`config.mk`:
```
export PLATFORM = sky130hd
export DESIGN_NAME = kbs_front
export DESIGN_NICKNAME = d
export VERILOG_FILES = /design/src/hdl/kbs_pkg.sv /design/src/hdl/kbs_front.sv
export SDC_FILE = /design/constraint.sdc
export NUM_CORES = 1
export LEC_CHECK = 0
export BUFFER_PORTS_ARGS = -buffer_cell sky130_fd_sc_hd__buf_2
export CAP_MARGIN = 5
export CORE_UTILIZATION = 43
export DETAILED_ROUTE_END_ITERATION = 6
export GPL_TIMING_DRIVEN = 0
export PLACE_DENSITY = 0.74
export SKIP_LAST_GASP = 1
export SLEW_MARGIN = 5
export SYNTH_ARGS = -nofsm -noshare
export SYNTH_HDL_FRONTEND = slang
export SYNTH_SLANG_ARGS = --single-unit
```
`constraint.sdc`:
```
create_clock -name i_clk -period 2.5 [get_ports i_clk]
set_input_delay 0.5 -clock i_clk [delete_from_list [all_inputs] [get_ports i_clk]]
set_output_delay 0.5 -clock i_clk [all_outputs]
set_load 0.01 [all_outputs]
```
`src/hdl/kbs_pkg.sv`:
```
// Package for the keyframe bracket search unit: opcodes, register indexes,
// widths and the request record passed from the front to the back end.
`timescale 1ns / 1ps
package kbs_pkg;
    localparam int unsigned MaxFrames = 1024;
    localparam int unsigned TimeW  = 32;
    localparam int unsigned CountW = 11;
    localparam int unsigned TolW   = 16;
    localparam int unsigned FrameW = 16;
    localparam int unsigned IdxOutW = 10;
    localparam int unsigned AlphaW = 17;

    typedef enum logic {
        t_op_load  = 1'b0,
        t_op_query = 1'b1
    } t_opcode;

    typedef enum logic [1:0] {
        REG_FRAME_DELTA = 2'd0,
        REG_FRAME_COUNT = 2'd1,
        REG_NEAR_TOL    = 2'd2
    } t_reg_index;

    typedef enum logic [3:0] {
        S_IDLE,
        S_RD0,
        S_RD1,
        S_FAST,
        S_MUL,
        S_SRCH_RD,
        S_SRCH_CMP,
        S_RD_LO,
        S_RD_HI,
        S_FRAC,
        S_DIV,
        S_OUT
    } t_state;

    typedef struct packed {
        logic [FrameW-1:0] frame_number;
    } t_query;
endpackage

```
`src/hdl/kbs_front.sv`:
```
// Front end of the keyframe bracket search: accepts requests, writes loads
// into the key table write port and queues queries. Depends on kbs_pkg.
`timescale 1ns / 1ps
module kbs_front
    import kbs_pkg::*;
#(
    parameter int unsigned AddrW = 10,
    parameter int unsigned Depth = 4
) (
    input  logic              i_clk,
    input  logic              i_rst_n,
    input  logic              i_valid,
    output logic              o_ready,
    input  logic              i_opcode,
    input  logic [9:0]        i_entry_index,
    input  logic [TimeW-1:0]  i_frame_time,
    input  logic [FrameW-1:0] i_frame_number,
    input  logic              i_back_idle,
    output logic              o_wr_en,
    output logic [AddrW-1:0]  o_wr_addr,
    output logic [TimeW-1:0]  o_wr_data,
    output logic              o_q_valid,
    input  logic              i_q_ready,
    output t_query            o_q
);
    localparam int unsigned PtrW = $clog2(Depth);
    t_query            r_mem [Depth];
    logic [PtrW-1:0]   r_wp, r_rp;
    logic [PtrW:0]     r_cnt;
    logic              w_acc, w_push, w_pop, w_in_range;

    // A load waits until every earlier query has finished with the table.
    assign o_ready = (r_cnt != (PtrW+1)'(Depth)) &&
                     ((i_opcode == t_op_query) || ((r_cnt == '0) && i_back_idle));
    assign w_acc   = i_valid && o_ready;
    assign w_push  = w_acc && (i_opcode == t_op_query);
    assign w_pop   = o_q_valid && i_q_ready;
    assign o_q_valid = (r_cnt != '0);
    assign o_q     = r_mem[r_rp];

    if (AddrW >= 10) begin : g_rng
        assign w_in_range = 1'b1;
    end else begin : g_rng
        assign w_in_range = (i_entry_index < 10'(1 << AddrW));
    end
    assign o_wr_en   = w_acc && (i_opcode == t_op_load) && w_in_range;
    assign o_wr_addr = AddrW'(i_entry_index);
    assign o_wr_data = i_frame_time;

    always_ff @(posedge i_clk) begin
        if (w_push) begin
            r_mem[r_wp] <= '{frame_number: i_frame_number};
        end
        if (!i_rst_n) begin
            r_wp <= '0;
            r_rp <= '0;
            r_cnt <= '0;
        end else begin
            if (w_push) r_wp <= (r_wp == PtrW'(Depth-1)) ? '0 : r_wp + 1'b1;
            if (w_pop)  r_rp <= (r_rp == PtrW'(Depth-1)) ? '0 : r_rp + 1'b1;
            r_cnt <= r_cnt + (PtrW+1)'(w_push) - (PtrW+1)'(w_pop);
        end
    end
endmodule

```
==> results by group <==
Status
  – Status: finished clean

Clocking
  – Worst skew pair latency: 0.34 ns
  – CTS buffer count: 9
  – Worst-path clk slew: roughly 0.070 ns
  – Cts hold-fix bufs: 0
  – H-Tree Depth: 3
  – Clock Tree Root: clkbuf_8
  – CTS tree: yes
  – Max Root-Sink Buffers: 2
  – Clock Sink Count: 73

STA
  – RSZ-0062 raised after global routing: false
  – Slew Limit Fails: 0
  – Slew of the pin with the lowest slew margin: 0.8712 ns
  – Final TNS setup: 0 ns
  – Fin crit period: 2.377 ns
  – Rel. slew slack: 0.4192
  – Tcrit/Tclk final: 0.9506
  – Peak Freq: 420.8 MHz
  – Final worst slack: roughly 0.12 ns
  – Final hold violation count: 0
  – Setup violators final: 0
  – Final Skew: 0.01005 ns

Synth
  – Cells after Synth: 182
  – Sequential share of the synthesized area: 0.6720
  – Synth Area in Simple Gates: 0.03800
  – Mapped Nets: ~250
  – #FFs+latches synth: 73
  – YS warnings: 0
  – Post-synthesis mux area share: 0.1216
  – Post-Synth Adder-Cell Area: 0.03440
  – Synthesized area per cell: 17.19 um2
  – Syn Std Cell Area: 0.003128 mm2
  – Compound-Gate Fraction of Synth Area: 0.008800
  – Distinct cells, synth: 24
  – Largest family of logic cells by synthesized area: multiplexers
  – Xor-xnor portion of the synthesized cell area: 0.005600

Finish
  – Commonest non-fill, non-tap cell in the layout: buf_2
  – Fillers: 581
  – Synth-to-Final Area Change: 23.80%
  – Most frequent cells in the layout: 84 x buf_2, 64 x edfxtp_1, 44 x buf_4
  – Area of the multi-input gates: 654.4 um2
  – Final std cells w/o fill: approximately 380
  – Fraction of layout cells with a size suffix above 1: 0.5765
  – Register area: between 0.002 and 0.0025 mm2
  – Antenna cell count: 0
  – Post-layout nets: 348

Drt
  – Wire per inst: 13.82 um
  – M1 WL: roughly 2000 um
  – DRC violations left: 0
  – Routed wl met3: 402 um
  – Post-route ant nets: 0
  – DR pass1 iterations: 4
  – Detailed-route via count: 1735
  – WL met2: 2717 um
  – Drt total wl: 5212 um
  – DRT iter0 DRCs: 66
  – Top Metal Used: met4
  – Drt via density: around 4.6

GRT
  – Vias in the first global route: 1686
  – Global route overflow: 0
  – Largest net degree at the start of global routing: 17
  – Initial antenna violation count: 0
  – Total track usage: 0.1465
  – First-pass GRT wire length: approximately 8000 um

Worst hold path
  – Worst Min Path Start: i_frame_number[14]
  – Hold WC Path Type: primary input to flip-flop
  – Hold path endpoint: r_mem[1][14]
  – Worst Hold Depth: 1

Power and ir drop
  – Leak pwr: 0.001541 uW
  – Worst vdd ir: 407.5 uV
  – Cell Pwr Density: 816.5 mW/mm2

Worst setup path
  – CP max stage delay: roughly 0.36 ns
  – CP top delay family: buffers and inverters
  – Crit Path Category: flip-flop to primary output
  – WP data arrival: 1.88 ns
  – RR Startpoint: r_cnt[1]
  – WP data required: 2.00 ns
  – Crit path capture type: primary output
  – CP bufs+invs: 3
  – Register-to-register setup slack: 0.13 ns
  – Worst path slowest cell: clkbuf_1
  – CP max FO: 10
  – Most frequent CP cell: buf_2
  – Register-to-Register Path Depth: 12
  – Startpoint types: flip-flop
  – CP Cell Sequence: clkbuf_1 -> buf_2 -> mux4_2 -> buf_2
  – Reg-to-Reg End: r_cnt[2]

Floorplan
  – Area of the core: 0.006907 mm2
  – Die area: 0.007620 mm2
  – Die X: slightly below 90 um
  – Starting density of the core: 0.4529
  – I/O pin cnt: 125
  – Site Rows: 30
  – Die Span Y: 87.29 um

Placed design
  – DP Cell Count: 360
  – Final GP Congestion: 0.7394
  – Dpl ws: between 0.02 and 0.025 ns
  – Port Buffer Count: 82
  – Final HPWL DP: roughly 3600 um

Run
  – Max-Cap Viols: 0
worst max-delay path by stage:
stage	slack [ns]	startpoint	endpoint	cells after the start
2_1_floorplan	0.12	r_cnt[1]	r_cnt[2]	12
3_3_place_gp	0.02	r_cnt[1]	r_cnt[2]	12
3_5_place_dp	0.02	r_cnt[1]	r_cnt[2]	12
4_1_cts	0.0003	r_cnt[1]	r_cnt[2]	12
5_1_grt	0.002	flip-flop	o_q[13]	4
6_report	0.12	flip-flop	o_q[1]	4
synth_stat cells:
master	instances	area (um2)
nor4bb_1	1	10.01
a21oi_1	2	10.01
o31ai_1	1	7.510
mux2i_1	2	20.02
buf_6	1	11.26
mux4_2	16	360.4
nand3_1	2	10.01
edfxtp_1	64	1922
or3b_1	1	8.760
inv_1	6	22.52
nor2b_1	1	6.260
nor2_1	3	11.26
and2_1	6	37.54
buf_2	2	10.01
ha_1	7	87.58
xnor2_1	2	17.52
and3_1	1	6.260
dfxtp_1	9	180.2
nand2_1	6	22.52
or3_1	1	6.260
clkbuf_1	2	7.510
o21ai_0	2	10.01
fa_1	1	20.02
buf_4	43	322.8
layer usage:
| metal | GRT usage | up-vias |
|---|---|---|
| met4 | 0.05812 | 0 |
| met3 | 0.05687 | 9 |
| met1 | 0.1547 | 825 |
| met2 | 0.2614 | 83 |
| li1 | - | 818 |
| met5 | 0 | - |
state kept, by name, indices dropped and copies added (netlist names), named ones only:
signal  cells
r_mem      64
r_cnt       3
r_wp        2
r_rp        2
per-stage QoR:
stage	util	hold WS [ns]	area, um2	total power, uW
6_report	0.5607	0.3757	3872	3162
5_1_grt	0.5607	0.3553	3872	3328
4_1_cts	0.5587	0.3568	3859	3188
3_3_place_gp	0.5297	0.4868	3659	2266
3_5_place_dp	0.5297	0.5100	3659	2280
2_1_floorplan	-	0.4677	3128	2036
timing repair:
item	in CTS	in global routing
pin swaps	0	1
endpoints found under the setup margin	1	1
resized for setup	1	3
buffers inserted	0	1
power by group:
part,switching (uW),internal (uW)
Clock,414,490
Combinational,367,420
Sequential,48.3,1420
layout make-up:
class                   count  share of cell area
plain buffers              48             0.09079
clock buffers              12             0.03748
clock inverters             4             0.01389
inverters                   6            0.005816
multi-input cells          55              0.1690
flip-flops and latches     73              0.5441
well taps                  96             0.03102
repair buffers             83              0.1079
cells by family (layout without fill, tap and decap cells):
| kind of cell | count (synthesis) | count (layout) |
|---|---|---|
| buffers and inverters | 54 | 153 |
| muxes | 18 | 18 |
| and+or+nand+nor | 22 | 22 |
| AOI/OAI and AO/OA | 5 | 5 |
| DFF | 73 | 73 |
| xor gates and xnor gates | 2 | 2 |
| adders and majority gates | 8 | 8 |
(Power assumes the default switching activity.)
